## src/sv/tsm_pkg.sv

```systemverilog
package tsm_pkg;

  localparam int REG_COUNT    = 256;
  localparam int MAX_READ_LEN = 16;

  localparam int AddrW    = $clog2(REG_COUNT);
  localparam int CntW     = $clog2(MAX_READ_LEN + 1);
  localparam int DataW    = 8;
  localparam int KindW    = 3;
  localparam int DevAddrW = 7;
  localparam int LenW     = 5;
  localparam int RandW    = 32;
  localparam int TempCfgW = 15;
  localparam int TempW    = 16;
  localparam int StatusW  = 2;
  localparam int CfgIdxW  = 2;
  localparam int CfgDataW = 15;

  localparam logic [CfgIdxW-1:0] CFG_DEV_ADDR = 2'd0;
  localparam logic [CfgIdxW-1:0] CFG_TEMP_MIN = 2'd1;
  localparam logic [CfgIdxW-1:0] CFG_TEMP_MAX = 2'd2;

  localparam logic [DevAddrW-1:0] DEV_ADDR_RESET = 7'h76;
  localparam logic [TempCfgW-1:0] TEMP_MIN_RESET = 15'd20000;
  localparam logic [TempCfgW-1:0] TEMP_MAX_RESET = 15'd30000;
  localparam logic [TempW-1:0]    TEMP_RESET     = 16'd25000;

  localparam int STEP_MOD    = 1000;
  localparam int STEP_OFFSET = 500;

  localparam logic [AddrW-1:0] ADDR_ID    = 8'hD0;
  localparam logic [AddrW-1:0] ADDR_CTRL  = 8'hF4;
  localparam logic [AddrW-1:0] ADDR_TMSB  = 8'hFA;
  localparam logic [AddrW-1:0] ADDR_TLSB  = 8'hFB;
  localparam logic [AddrW-1:0] ADDR_TXLSB = 8'hFC;

  localparam logic [DataW-1:0] ID_VALUE   = 8'h58;
  localparam logic [DataW-1:0] CTRL_VALUE = 8'h27;

  typedef enum logic [KindW-1:0] {
    KIND_MSG_WR    = 3'd0,
    KIND_MSG_RD    = 3'd1,
    KIND_SMB_QUICK = 3'd2,
    KIND_SMB_RD    = 3'd3,
    KIND_SMB_WR    = 3'd4,
    KIND_SMB_OTHER = 3'd5,
    KIND_TICK      = 3'd6
  } tsm_kind_e;

  typedef enum logic [StatusW-1:0] {
    STAT_OK      = 2'd0,
    STAT_NO_DEV  = 2'd1,
    STAT_NOT_SUP = 2'd2,
    STAT_SKIPPED = 2'd3
  } tsm_status_e;

  typedef enum logic [3:0] {
    ST_IDLE,
    ST_EXEC,
    ST_RD_REQ,
    ST_RD_OUT,
    ST_STAT,
    ST_MOD,
    ST_CLAMP,
    ST_WR_MSB,
    ST_WR_LSB,
    ST_WR_XLSB
  } tsm_state_e;

  typedef enum logic [2:0] {
    OP_NONE,
    OP_STATUS,
    OP_MSG_RD,
    OP_SMB_RD,
    OP_TICK
  } tsm_op_e;

  typedef enum logic [1:0] {
    WSEL_ITEM,
    WSEL_TMSB,
    WSEL_TLSB,
    WSEL_TXLSB
  } tsm_wsel_e;

  typedef enum logic {
    RSEL_PTR,
    RSEL_IDX
  } tsm_rsel_e;

  typedef struct packed {
    logic      ready;
    logic      load;
    logic      exec;
    logic      mem_we;
    tsm_wsel_e wsel;
    tsm_rsel_e rsel;
    logic      out_stat;
    logic      out_data;
    logic      mod_step;
    logic      clamp;
  } tsm_cmd_t;

  typedef struct packed {
    logic    in_valid;
    tsm_op_e op;
    logic    store;
    logic    is_smb;
    logic    out_free;
    logic    rd_last;
    logic    mod_last;
  } tsm_sts_t;

  function automatic logic [DataW-1:0] temp_msb(input logic [TempW-1:0] t);
    return {4'b0, t[15:12]};
  endfunction

  function automatic logic [DataW-1:0] temp_lsb(input logic [TempW-1:0] t);
    return t[11:4];
  endfunction

  function automatic logic [DataW-1:0] temp_xlsb(input logic [TempW-1:0] t);
    return {t[3:0], 4'b0};
  endfunction

  function automatic logic [DataW-1:0] reg_reset_value(input logic [AddrW-1:0] a);
    logic [DataW-1:0] v;
    case (a)
      ADDR_ID:    v = ID_VALUE;
      ADDR_CTRL:  v = CTRL_VALUE;
      ADDR_TMSB:  v = temp_msb(TEMP_RESET);
      ADDR_TLSB:  v = temp_lsb(TEMP_RESET);
      ADDR_TXLSB: v = temp_xlsb(TEMP_RESET);
      default:    v = '0;
    endcase
    return v;
  endfunction

endpackage

```

## src/sv/tsm_if.sv

```systemverilog
interface tsm_in_if import tsm_pkg::*; ();
  logic                valid;
  logic                ready;
  logic [KindW-1:0]    kind;
  logic [DevAddrW-1:0] dev_addr;
  logic                start_of_transfer;
  logic [LenW-1:0]     msg_len;
  logic [AddrW-1:0]    reg_index;
  logic [DataW-1:0]    data_byte;
  logic [RandW-1:0]    random_value;

  modport source (
    output valid, kind, dev_addr, start_of_transfer, msg_len, reg_index, data_byte,
           random_value,
    input  ready
  );
  modport sink (
    input  valid, kind, dev_addr, start_of_transfer, msg_len, reg_index, data_byte,
           random_value,
    output ready
  );
endinterface

interface tsm_out_if import tsm_pkg::*; ();
  logic               valid;
  logic               ready;
  logic [DataW-1:0]   read_data;
  logic [StatusW-1:0] status;
  logic               last;

  modport source (output valid, read_data, status, last, input ready);
  modport sink (input valid, read_data, status, last, output ready);
endinterface

```

## src/sv/tsm_datapath.sv

```systemverilog
module tsm_datapath import tsm_pkg::*; (
  input  logic                clk_i,
  input  logic                rst_ni,
  tsm_in_if.sink              in_i,
  tsm_out_if.source           out_o,
  input  logic                cfg_we_i,
  input  logic [CfgIdxW-1:0]  cfg_idx_i,
  input  logic [CfgDataW-1:0] cfg_data_i,
  input  tsm_cmd_t            cmd_i,
  output tsm_sts_t            sts_o,
  output logic                mem_we_o,
  output logic [AddrW-1:0]    mem_waddr_o,
  output logic [DataW-1:0]    mem_wdata_o,
  output logic [AddrW-1:0]    mem_raddr_o,
  input  logic [DataW-1:0]    mem_rdata_i
);

  localparam int FoldW     = 10;
  localparam int FoldMul   = (1 << FoldW) - STEP_MOD;
  localparam int FoldSteps = 5;
  localparam int RemW      = $clog2(STEP_MOD);
  localparam int BitCntW   = $clog2(FoldSteps + 1);
  localparam int SumW      = TempW + 2;

  logic [DevAddrW-1:0] dev_addr_q;
  logic [TempCfgW-1:0] temp_min_q;
  logic [TempCfgW-1:0] temp_max_q;

  logic [KindW-1:0]    kind_q;
  logic [DevAddrW-1:0] addr_q;
  logic                sot_q;
  logic [LenW-1:0]     len_q;
  logic [AddrW-1:0]    idx_q;
  logic [DataW-1:0]    dat_q;
  logic [RandW-1:0]    rnd_q, rnd_d;

  logic [AddrW-1:0]    ptr_q, ptr_d;
  logic [TempW-1:0]    temp_q, temp_d;
  logic                failed_q, failed_d;
  tsm_status_e         resp_q, resp;

  logic [CntW-1:0]     cnt_q, cnt_d;
  logic [BitCntW-1:0]  bitcnt_q, bitcnt_d;
  logic [RemW-1:0]     rem_q, rem_d;

  logic                out_valid_q, out_valid_d;
  logic [DataW-1:0]    out_data_q;
  logic [StatusW-1:0]  out_status_q;
  logic                out_last_q;

  logic                match, is_msg, is_smb, eff_failed, msg_ok;
  tsm_op_e             op;
  logic                store;
  logic [CntW-1:0]     rd_len;
  logic                rd_last;
  logic signed [SumW-1:0] t_sum, t_hi, t_lo;

  always_ff @(posedge clk_i or negedge rst_ni) begin
    if (!rst_ni) begin
      dev_addr_q <= DEV_ADDR_RESET;
      temp_min_q <= TEMP_MIN_RESET;
      temp_max_q <= TEMP_MAX_RESET;
    end else if (cfg_we_i) begin
      case (cfg_idx_i)
        CFG_DEV_ADDR: dev_addr_q <= cfg_data_i[DevAddrW-1:0];
        CFG_TEMP_MIN: temp_min_q <= cfg_data_i[TempCfgW-1:0];
        CFG_TEMP_MAX: temp_max_q <= cfg_data_i[TempCfgW-1:0];
        default: ;
      endcase
    end
  end

  always_ff @(posedge clk_i) begin
    if (cmd_i.load) begin
      kind_q <= in_i.kind;
      addr_q <= in_i.dev_addr;
      sot_q  <= in_i.start_of_transfer;
      len_q  <= in_i.msg_len;
      idx_q  <= in_i.reg_index;
      dat_q  <= in_i.data_byte;
    end
    if (cmd_i.exec) begin
      resp_q <= resp;
    end
    rnd_q <= rnd_d;
    rem_q <= rem_d;
  end

  always_comb begin
    match      = (addr_q == dev_addr_q);
    is_msg     = (kind_q == KIND_MSG_WR) || (kind_q == KIND_MSG_RD);
    is_smb     = (kind_q == KIND_SMB_QUICK) || (kind_q == KIND_SMB_RD) ||
                 (kind_q == KIND_SMB_WR) || (kind_q == KIND_SMB_OTHER);
    eff_failed = failed_q && !sot_q;
    msg_ok     = is_msg && !eff_failed && match;

    if (is_msg && eff_failed) begin
      resp = STAT_SKIPPED;
    end else if (!match) begin
      resp = STAT_NO_DEV;
    end else if (kind_q == KIND_SMB_OTHER) begin
      resp = STAT_NOT_SUP;
    end else begin
      resp = STAT_OK;
    end

    if (is_msg) begin
      op = (msg_ok && (kind_q == KIND_MSG_RD) && (len_q != '0)) ? OP_MSG_RD : OP_STATUS;
    end else if (is_smb) begin
      op = (match && (kind_q == KIND_SMB_RD)) ? OP_SMB_RD : OP_STATUS;
    end else if (kind_q == KIND_TICK) begin
      op = OP_TICK;
    end else begin
      op = OP_NONE;
    end

    store = (msg_ok && (kind_q == KIND_MSG_WR) && (len_q >= LenW'(2))) ||
            (is_smb && match && (kind_q == KIND_SMB_WR));

    if (int'(len_q) > MAX_READ_LEN) begin
      rd_len = CntW'(MAX_READ_LEN);
    end else begin
      rd_len = CntW'(len_q);
    end
    rd_last = is_smb || ((cnt_q + CntW'(1)) == rd_len);
  end

  always_comb begin
    ptr_d    = ptr_q;
    failed_d = failed_q;
    if (cmd_i.exec && is_msg) begin
      failed_d = eff_failed || !match;
      if (msg_ok && (kind_q == KIND_MSG_WR) && (len_q != '0)) begin
        ptr_d = idx_q;
      end
    end
  end

  // The random word is folded at bit ten five times, since 1024 leaves 24 over the step
  // range, and the last step subtracts the range once to give the remainder.
  always_comb begin
    rnd_d    = rnd_q;
    rem_d    = rem_q;
    bitcnt_d = bitcnt_q;
    if (cmd_i.load) begin
      rnd_d    = in_i.random_value;
      rem_d    = '0;
      bitcnt_d = '0;
    end else if (cmd_i.mod_step) begin
      rnd_d    = RandW'(rnd_q[RandW-1:FoldW]) * RandW'(FoldMul) +
                 RandW'(rnd_q[FoldW-1:0]);
      bitcnt_d = bitcnt_q + BitCntW'(1);
      if (rnd_q >= RandW'(STEP_MOD)) begin
        rem_d = RemW'(rnd_q - RandW'(STEP_MOD));
      end else begin
        rem_d = RemW'(rnd_q);
      end
    end
  end

  always_comb begin
    t_sum  = $signed({2'b0, temp_q}) + $signed(SumW'(rem_q)) - $signed(SumW'(STEP_OFFSET));
    t_hi   = (t_sum > $signed(SumW'(temp_max_q))) ? $signed(SumW'(temp_max_q)) : t_sum;
    t_lo   = (t_hi < $signed(SumW'(temp_min_q))) ? $signed(SumW'(temp_min_q)) : t_hi;
    temp_d = cmd_i.clamp ? t_lo[TempW-1:0] : temp_q;
  end

  always_comb begin
    cnt_d = cnt_q;
    if (cmd_i.load) begin
      cnt_d = '0;
    end else if (cmd_i.out_data) begin
      cnt_d = cnt_q + CntW'(1);
    end
  end

  always_ff @(posedge clk_i or negedge rst_ni) begin
    if (!rst_ni) begin
      ptr_q       <= '0;
      temp_q      <= TEMP_RESET;
      failed_q    <= 1'b0;
      cnt_q       <= '0;
      bitcnt_q    <= '0;
      out_valid_q <= 1'b0;
    end else begin
      ptr_q       <= ptr_d;
      temp_q      <= temp_d;
      failed_q    <= failed_d;
      cnt_q       <= cnt_d;
      bitcnt_q    <= bitcnt_d;
      out_valid_q <= out_valid_d;
    end
  end

  always_comb begin
    out_valid_d = out_valid_q && !out_o.ready;
    if (cmd_i.out_stat || cmd_i.out_data) begin
      out_valid_d = 1'b1;
    end
  end

  always_ff @(posedge clk_i) begin
    if (cmd_i.out_stat) begin
      out_data_q   <= '0;
      out_status_q <= resp_q;
      out_last_q   <= 1'b1;
    end else if (cmd_i.out_data) begin
      out_data_q   <= mem_rdata_i;
      out_status_q <= STAT_OK;
      out_last_q   <= rd_last;
    end
  end

  always_comb begin
    mem_we_o = cmd_i.mem_we;
    case (cmd_i.wsel)
      WSEL_ITEM: begin
        mem_waddr_o = idx_q;
        mem_wdata_o = dat_q;
      end
      WSEL_TMSB: begin
        mem_waddr_o = ADDR_TMSB;
        mem_wdata_o = temp_msb(temp_q);
      end
      WSEL_TLSB: begin
        mem_waddr_o = ADDR_TLSB;
        mem_wdata_o = temp_lsb(temp_q);
      end
      WSEL_TXLSB: begin
        mem_waddr_o = ADDR_TXLSB;
        mem_wdata_o = temp_xlsb(temp_q);
      end
      default: begin
        mem_waddr_o = idx_q;
        mem_wdata_o = dat_q;
      end
    endcase
    mem_raddr_o = (cmd_i.rsel == RSEL_IDX) ? idx_q : ptr_q + AddrW'(cnt_q);
  end

  assign in_i.ready      = cmd_i.ready;
  assign out_o.valid     = out_valid_q;
  assign out_o.read_data = out_data_q;
  assign out_o.status    = out_status_q;
  assign out_o.last      = out_last_q;

  assign sts_o.in_valid = in_i.valid;
  assign sts_o.op       = op;
  assign sts_o.store    = store;
  assign sts_o.is_smb   = is_smb;
  assign sts_o.out_free = !out_valid_q || out_o.ready;
  assign sts_o.rd_last  = rd_last;
  assign sts_o.mod_last = (bitcnt_q == BitCntW'(FoldSteps));

endmodule

```

## src/flat_wrapper.sv

```systemverilog
// flat-port wrapper written by rule: the top's interface ports become plain ports
module tsm_datapath_flat import tsm_pkg::*;
  (clk_i, rst_ni, cfg_we_i, cfg_idx_i, cfg_data_i, cmd_i, sts_o, mem_we_o, mem_waddr_o, mem_wdata_o, mem_raddr_o, mem_rdata_i, in_i_valid, in_i_kind, in_i_dev_addr, in_i_start_of_transfer, in_i_msg_len, in_i_reg_index, in_i_data_byte, in_i_random_value, in_i_ready, out_o_valid, out_o_read_data, out_o_status, out_o_last, out_o_ready);
  tsm_in_if in_i_i ();
  tsm_out_if out_o_i ();
  input  logic clk_i;
  input  logic rst_ni;
  input  logic cfg_we_i;
  input  logic [CfgIdxW-1:0] cfg_idx_i;
  input  logic [CfgDataW-1:0] cfg_data_i;
  input  tsm_cmd_t cmd_i;
  output tsm_sts_t sts_o;
  output logic mem_we_o;
  output logic [AddrW-1:0] mem_waddr_o;
  output logic [DataW-1:0] mem_wdata_o;
  output logic [AddrW-1:0] mem_raddr_o;
  input  logic [DataW-1:0] mem_rdata_i;
  input wire logic [$bits(in_i_i.valid)-1:0] in_i_valid;
  input wire logic [$bits(in_i_i.kind)-1:0] in_i_kind;
  input wire logic [$bits(in_i_i.dev_addr)-1:0] in_i_dev_addr;
  input wire logic [$bits(in_i_i.start_of_transfer)-1:0] in_i_start_of_transfer;
  input wire logic [$bits(in_i_i.msg_len)-1:0] in_i_msg_len;
  input wire logic [$bits(in_i_i.reg_index)-1:0] in_i_reg_index;
  input wire logic [$bits(in_i_i.data_byte)-1:0] in_i_data_byte;
  input wire logic [$bits(in_i_i.random_value)-1:0] in_i_random_value;
  output wire logic [$bits(in_i_i.ready)-1:0] in_i_ready;
  output wire logic [$bits(out_o_i.valid)-1:0] out_o_valid;
  output wire logic [$bits(out_o_i.read_data)-1:0] out_o_read_data;
  output wire logic [$bits(out_o_i.status)-1:0] out_o_status;
  output wire logic [$bits(out_o_i.last)-1:0] out_o_last;
  input wire logic [$bits(out_o_i.ready)-1:0] out_o_ready;
  assign in_i_i.valid = in_i_valid;
  assign in_i_i.kind = in_i_kind;
  assign in_i_i.dev_addr = in_i_dev_addr;
  assign in_i_i.start_of_transfer = in_i_start_of_transfer;
  assign in_i_i.msg_len = in_i_msg_len;
  assign in_i_i.reg_index = in_i_reg_index;
  assign in_i_i.data_byte = in_i_data_byte;
  assign in_i_i.random_value = in_i_random_value;
  assign in_i_ready = in_i_i.ready;
  assign out_o_valid = out_o_i.valid;
  assign out_o_read_data = out_o_i.read_data;
  assign out_o_status = out_o_i.status;
  assign out_o_last = out_o_i.last;
  assign out_o_i.ready = out_o_ready;
  tsm_datapath u_core (.clk_i(clk_i), .rst_ni(rst_ni), .in_i(in_i_i), .out_o(out_o_i), .cfg_we_i(cfg_we_i), .cfg_idx_i(cfg_idx_i), .cfg_data_i(cfg_data_i), .cmd_i(cmd_i), .sts_o(sts_o), .mem_we_o(mem_we_o), .mem_waddr_o(mem_waddr_o), .mem_wdata_o(mem_wdata_o), .mem_raddr_o(mem_raddr_o), .mem_rdata_i(mem_rdata_i));
endmodule
```

## config.mk

```make
export PLATFORM = sky130hd
export DESIGN_NAME = tsm_datapath_flat
export DESIGN_NICKNAME = d
export VERILOG_FILES = /design/src/sv/tsm_pkg.sv /design/src/sv/tsm_if.sv /design/src/sv/tsm_datapath.sv /design/src/flat_wrapper.sv
export SDC_FILE = /design/constraint.sdc
export NUM_CORES = 1
export LEC_CHECK = 0
export BUFFER_PORTS_ARGS = -buffer_cell sky130_fd_sc_hd__buf_2
export CAP_MARGIN = 20
export CELL_PAD_IN_SITES_DETAIL_PLACEMENT = 1
export CELL_PAD_IN_SITES_GLOBAL_PLACEMENT = 2
export CORE_AREA = 4 4 226 206
export DETAILED_ROUTE_END_ITERATION = 12
export DIE_AREA = 0 0 230 210
export PLACE_DENSITY = 0.67
export RECOVER_POWER = 25
export SETUP_SLACK_MARGIN = 0.2
export SLEW_MARGIN = 10
export SYNTH_ARGS = -nofsm -noshare
export SYNTH_HDL_FRONTEND = slang
export SYNTH_SLANG_ARGS = --single-unit
```

## constraint.sdc

```tcl
create_clock -name clk_i -period 8.7 [get_ports clk_i]
set_input_delay 2.175 -clock clk_i [delete_from_list [all_inputs] [get_ports clk_i]]
set_output_delay 2.175 -clock clk_i [all_outputs]
set_load 0.03 [all_outputs]
```

Word level (Yosys, flattened, before mapping). Cells that the tools add are included.

Add/sub/neg operators: 7. $mul: 1. Div/mod/pow operators: 0. $lt $le $gt $ge: 5. Equality and inequality tests: 14. Shift-type cells: 0. Muxes and demuxes: 23. Bitwise operators: 1. Reductions and logical operators: 40.

Operator list (count): 32-bit two-way mux (2); 8-bit case mux with 4 select lines (2); 32-bit by 10-bit greater-or-equal comparator with 1-bit output (second input constant) (1); 27-bit by 10-bit adder with 28-bit output (1); 22-bit by 2-bit multiplier with 24-bit output (second input constant) (1); 18-bit by 16-bit > comparator with 1-bit output (1); 18-bit by 16-bit less-than comparator with 1-bit output (1); 18-bit two-way mux (1); 18-bit by 10-bit subtractor with 18-bit output (second input constant) (1); 16-bit by 10-bit adder with 17-bit output (1); 16-bit two-way mux (1); 3-bit two-way mux (5); 5-bit two-way mux (3); 1-bit logical AND (14); 3-bit equality test (second input constant) (4); 2-bit two-way mux (6); 10-bit two-way mux (1); 10-bit subtractor (second input constant) (1); 1-bit logical OR (9); 8-bit by 5-bit adder with 8-bit output (1); 8-bit two-way mux (1); 2-bit AND reduction (4); 7-bit equality test (1); 2-bit equality test (second input constant) (3); 16 further kinds (25).

Register bits: 158. Latch bits: 0. RAM bits: 0. Bits in read-only memories: 0. Bits of input ports: 105. Output and inout bits: 47. Word-level logic and storage cells: 113. Memories: 0.

Longest topological paths before layout.
Depth after elaboration: 9. Gate-level depth with buffers: 38. Mapped depth without buffers: 36.

Least setup slack after synthesis. OpenSTA, ideal clock, no wires.

Path type: register to register. Start: reg u_core.temp_q[0]. End: reg u_core.temp_q[1]. Library setup time: 0.104 ns. Arrival time: 7.330 ns. Setup slack: 1.266 ns. Cell stages (with the launch flop): 38. Period minus slack after synthesis: 7.434 ns. Cell sequence: dfrtp_1 ha_1 inv_1 fa_1 nand2b_1 a211oi_2 nor2_1 xnor2_2 nand2_1 nor4b_1 nor2_1 nand3b_1 xor2_1 ha_1 a21oi_1 nand2_1 a221oi_1 a21oi_1 [... 2 more ...] nor4_1 o21a_1 nor2_4 buf_2 mux2i_1 inv_1 ha_1 a21oi_1 nor2b_1 o21ai_0 nand2b_1 a21oi_1 or4b_2 or3_4 o211ai_4 buf_6 nand3_1 o311ai_1.

Cells in the longest elaborated chain, start to end: 6.

RTL lines: start, declared (RTL line tsm_datapath.sv:38) `logic [TempW-1:0] temp_q, temp_d;`; start signal, assigned (RTL line tsm_datapath.sv:187) `temp_q <= temp_d;`; 16-bit by 10-bit adder with 17-bit output (*) (RTL line tsm_datapath.sv:162) `t_sum = $signed({2'b0, temp_q}) + $signed(SumW'(rem_q)) - $signed(SumW'(STEP_OFFSET));`; 18-bit by 10-bit subtractor with 18-bit output (*) (RTL line tsm_datapath.sv:162); 18-bit by 16-bit > comparator with 1-bit output (RTL line tsm_datapath.sv:163) `t_hi = (t_sum > $signed(SumW'(temp_max_q))) ? $signed(SumW'(temp_max_q)) : t_sum;`; 18-bit two-way mux (*) (RTL line tsm_datapath.sv:163); 18-bit by 16-bit less-than comparator with 1-bit output (RTL line tsm_datapath.sv:164) `t_lo = (t_hi < $signed(SumW'(temp_min_q))) ? $signed(SumW'(temp_min_q)) : t_hi;`; 16-bit two-way mux (*) (RTL line tsm_datapath.sv:164).

Every way passes the cells marked *; elsewhere a longest branch is shown, timed or not. A chain may end at the register's enable or synchronous reset.

Worst setup path after layout.
Start: reg u_core.temp_q[0]. End: reg u_core.temp_q[6].

The elaborated chain is that of the path after synthesis.

==> flow_summary.yaml <==
power:
  p_leak_uw: 0.00563
  peakVddDrop_mv: 0.178
  powerDensity_nw_per_um2: 407
routing:
  firstDrtPassIters: 4
  via_count: 8685
  drc_errors: 0
  avgViaCountPerCell: 4.59
  finalWirelength_um: 32300
  drtIter0Drc: 324
  drtAntennaViolNets: 0
  wl_per_cell_um: 17.1
cts:
  cts_tree: "done"
  cts.sinks: 158
  cts_buffer_depth: 2
  cts_hold_buf: 0
  numCtsBuffers: 17
  path_clk_slew_ps: 70
  insertion_delay_ps: 450
  cts.htree.levels: 4
  cts_root_buf: "clkbuf_16"
die:
  row_count: 73
  dieArea_um2: 48300
  die_w_um: 230
  initial_core_util_pct: 25.0
  die_y_um: 210
  coreArea_um2: 44000
  pin_count: 152
critical_path:
  cp_max_fo: 16
  required_ps: 9060
  path_common_cell: "a211o_1"
  crit_type: "reg2reg"
  cp_slowest_cell: "fa_1"
  startpoint: "u_core.temp_q[0]$_DFFE_PN0P_"
  r2r-start: "u_core.temp_q[0]$_DFFE_PN0P_"
  critPathMaxStageDelay_ps: 420
  crit_arrival_ps: 8430
  worstSetupEndpointType: "flip-flop"
  start_kind: "flip-flop"
status:
  outcome: "complete, but fails checks"
  violations: "max-capacitance violations, max-slew violations"
grt:
  antenna_found_initial: 1
  overflow: 0
  grt_pass1_wl_um: 50900
  grt_usage_pct: 13.3
  grt_max_degree: 74
  grt_pass1_vias: 9117
cells_and_area:
  area_growth_syn_to_layout_pct: 18.8
  final-seq-area_um2: 4230
  stdcell_area_um2: 13100
  mostFrequentLayoutCells: "buf_2, ha_1, inv_1"
  fin_nets: 1488
  fill_cells: 5142
  post-route-util_pct: 29.6
  layout_commonest_cell: "buf_2"
  drive_above_1_share_pct: 22.4
  multi_input_area_um2: 6270
run:
  cap_violations: 2
timing:
  setup_tns_ps: 0
  fmax_ghz: 0.124
  rsz0062_at_grt: "no"
  maxSlewHeadroom_pct: -36.9
  period_needed_ps: 8070
  finalHoldViolCount: 0
  finClkSkew_ps: 9.65
  finalCritPeriodShare_pct: 92.8
  slew_viol_final: 38
  tightest_slew_ps: 2050
  setup_violations: 0
yosys:
  ys.flop_type: "edfxtp_1"
  netlist_instances: 1145
  synth-edff-count: 68
  synth_nets: 1353
  netlist_area_um2: 11000
  ys_ff_latch: 158
  synth-seq-area-share_pct: 38.5
  ys_types: 73
  synth.avg_cell_area_um2: 9.59
  yosysWarningCount: 0
  synthArstFlopShare_pct: 44.9
placed_design:
  gp_congestion: 0.825
  place_area_um2: 12300
  dp_hpwl_um: 25400
  place.port_buffers: 145
worst_hold_path:
  hold_path_class: "reg2reg"
  hp-start: "u_core.out_o.read_data[3]$_SDFFE_PP0P_"
[report_power, final]
part	total, uW	switching (uW)	internal, uW
Combinational	3370	1950	1420
Sequential	1170	186	983
Clock	777	342	434
Total	5320	2480	2840
[critical path, delay by kind of cell (launching register included)]
family                   cells  cell delay (ps)
AO/OA/AOI/OAI               14             3220
AND/OR/NAND/NOR             13             2080
adder cells (fa/ha/maj)      4             1250
buffers and inverters        5              640
flip-flops                   1              380
multiplexers                 1              200
XOR/XNOR                     1              190
[Yosys cell counts (3+ instances only)]
library cell,number,area (um^2)
ha_1,99,1240
inv_1,94,353
nand2_1,89,334
nor2_1,76,285
edfxtp_1,68,2040
o21ai_0,68,340
a21oi_1,61,305
mux2_2,53,597
xor2_1,49,429
dfrtp_1,48,1200
xnor2_1,41,359
nand3_1,33,165
clkbuf_1,29,109
dfstp_2,23,604
nor2b_1,22,138
mux2i_1,21,210
a21o_1,19,143
dfxtp_1,19,380
and2_1,18,113
nand2b_1,17,106
nand4_1,15,93.8
nor3_1,15,75.1
a31oi_1,13,81.3
o31ai_1,13,97.6
a211oi_1,10,75.1
a22oi_1,10,75.1
o21a_1,10,75.1
nor4_1,9,56.3
a211o_1,8,70.1
o211ai_1,7,52.6
buf_4,6,45.0
buf_2,5,25.0
nand3b_1,5,37.5
or4_1,5,37.5
buf_1,4,15.0
fa_1,4,80.1
o21bai_1,4,30.0
o311ai_1,4,35.0
or2_2,4,25.0
and4_1,3,26.3
nor3b_1,3,22.5
[layout make-up]
cell class	count	share of cell area, %
Sequential cell	158	32.4
Timing Repair Buffer	161	6.52
Antenna cell	1	0.0192
Inverter	94	2.70
Clock buffer	20	3.67
Tap cell	600	5.75
Clock inverter	12	0.920
Multi-Input combinational cell	848	48.0
[logic make-up (layout without fill, tap and decap cells)]
group / Yosys count / in the layout / share of synthesized area (%)
DFF: 158 / 158 / 38.5
and+or+nand+nor: 328 / 329 / 15.0
other: 0 / 1 / 0
AOI/OAI and AO/OA: 251 / 251 / 14.7
xor gates and xnor gates: 91 / 91 / 7.32
buffers and inverters: 140 / 287 / 5.18
adders and majority gates: 103 / 103 / 12.0
muxes: 74 / 74 / 7.35
[per-layer routing]
layer	routed length [um]	vias to the layer above	global-route usage [%]	share of wire (%)
met5	0	-	0	0
li1	-	4331	-	-
met4	274	0	2.86	0.85
met1	15900	4254	18.2	49
met3	844	12	2.51	2.6
met2	15300	88	22.1	47
[final timing paths]
path,end,slack [ps],cells past startpoint
worst max-delay path,u_core.temp_q[6]$_DFFE_PN0P_,630,38
worst max register to register,u_core.temp_q[6]$_DFFE_PN0P_,630,38
worst min-delay path,u_core.out_o.read_data[3]$_SDFFE_PP0P_,490,2
max in group asynchronous,u_core.ptr_q[2]$_DFFE_PN0P_,5270,2
worst min register to register,u_core.out_o.read_data[3]$_SDFFE_PP0P_,490,2
min in group asynchronous,u_core.temp_min_q[12]$_DFFE_PN0P_,2080,1
[registers in the layout (all words and copies together), names as in the netlist, 2 cells and up]
signal / count
u_core.rnd_q: 32
u_core.temp_max_q: 15
u_core.cnt_q: 5
u_core.idx_q: 8
u_core.temp_min_q: 15
u_core.addr_q: 7
u_core.bitcnt_q: 3
u_core.dev_addr_q: 7
u_core.ptr_q: 8
u_core.len_q: 5
u_core.temp_q: 16
u_core.dat_q: 8
u_core.resp_q: 2
u_core.out_o.status: 2
u_core.out_o.read_data: 8
u_core.rem_q: 10
u_core.kind_q: 3
[repair_timing]
action                     in CTS  in global routing
setup endpoints to repair       0                 14
gates resized for setup         0                 21
setup buffers                   0                 11
[per-stage QoR]
step	power [uW]	hold slack, ps	setup WS (ps)	std cells
2_1_floorplan	3500	449	1270	1145
3_3_place_gp	4290	463	645	1849
3_5_place_dp	4330	477	328	1849
4_1_cts	5150	495	265	1881
5_1_grt	5830	530	153	1893
6_report	5320	487	625	1894
Note: power is estimated with default switching activity, not from simulation.
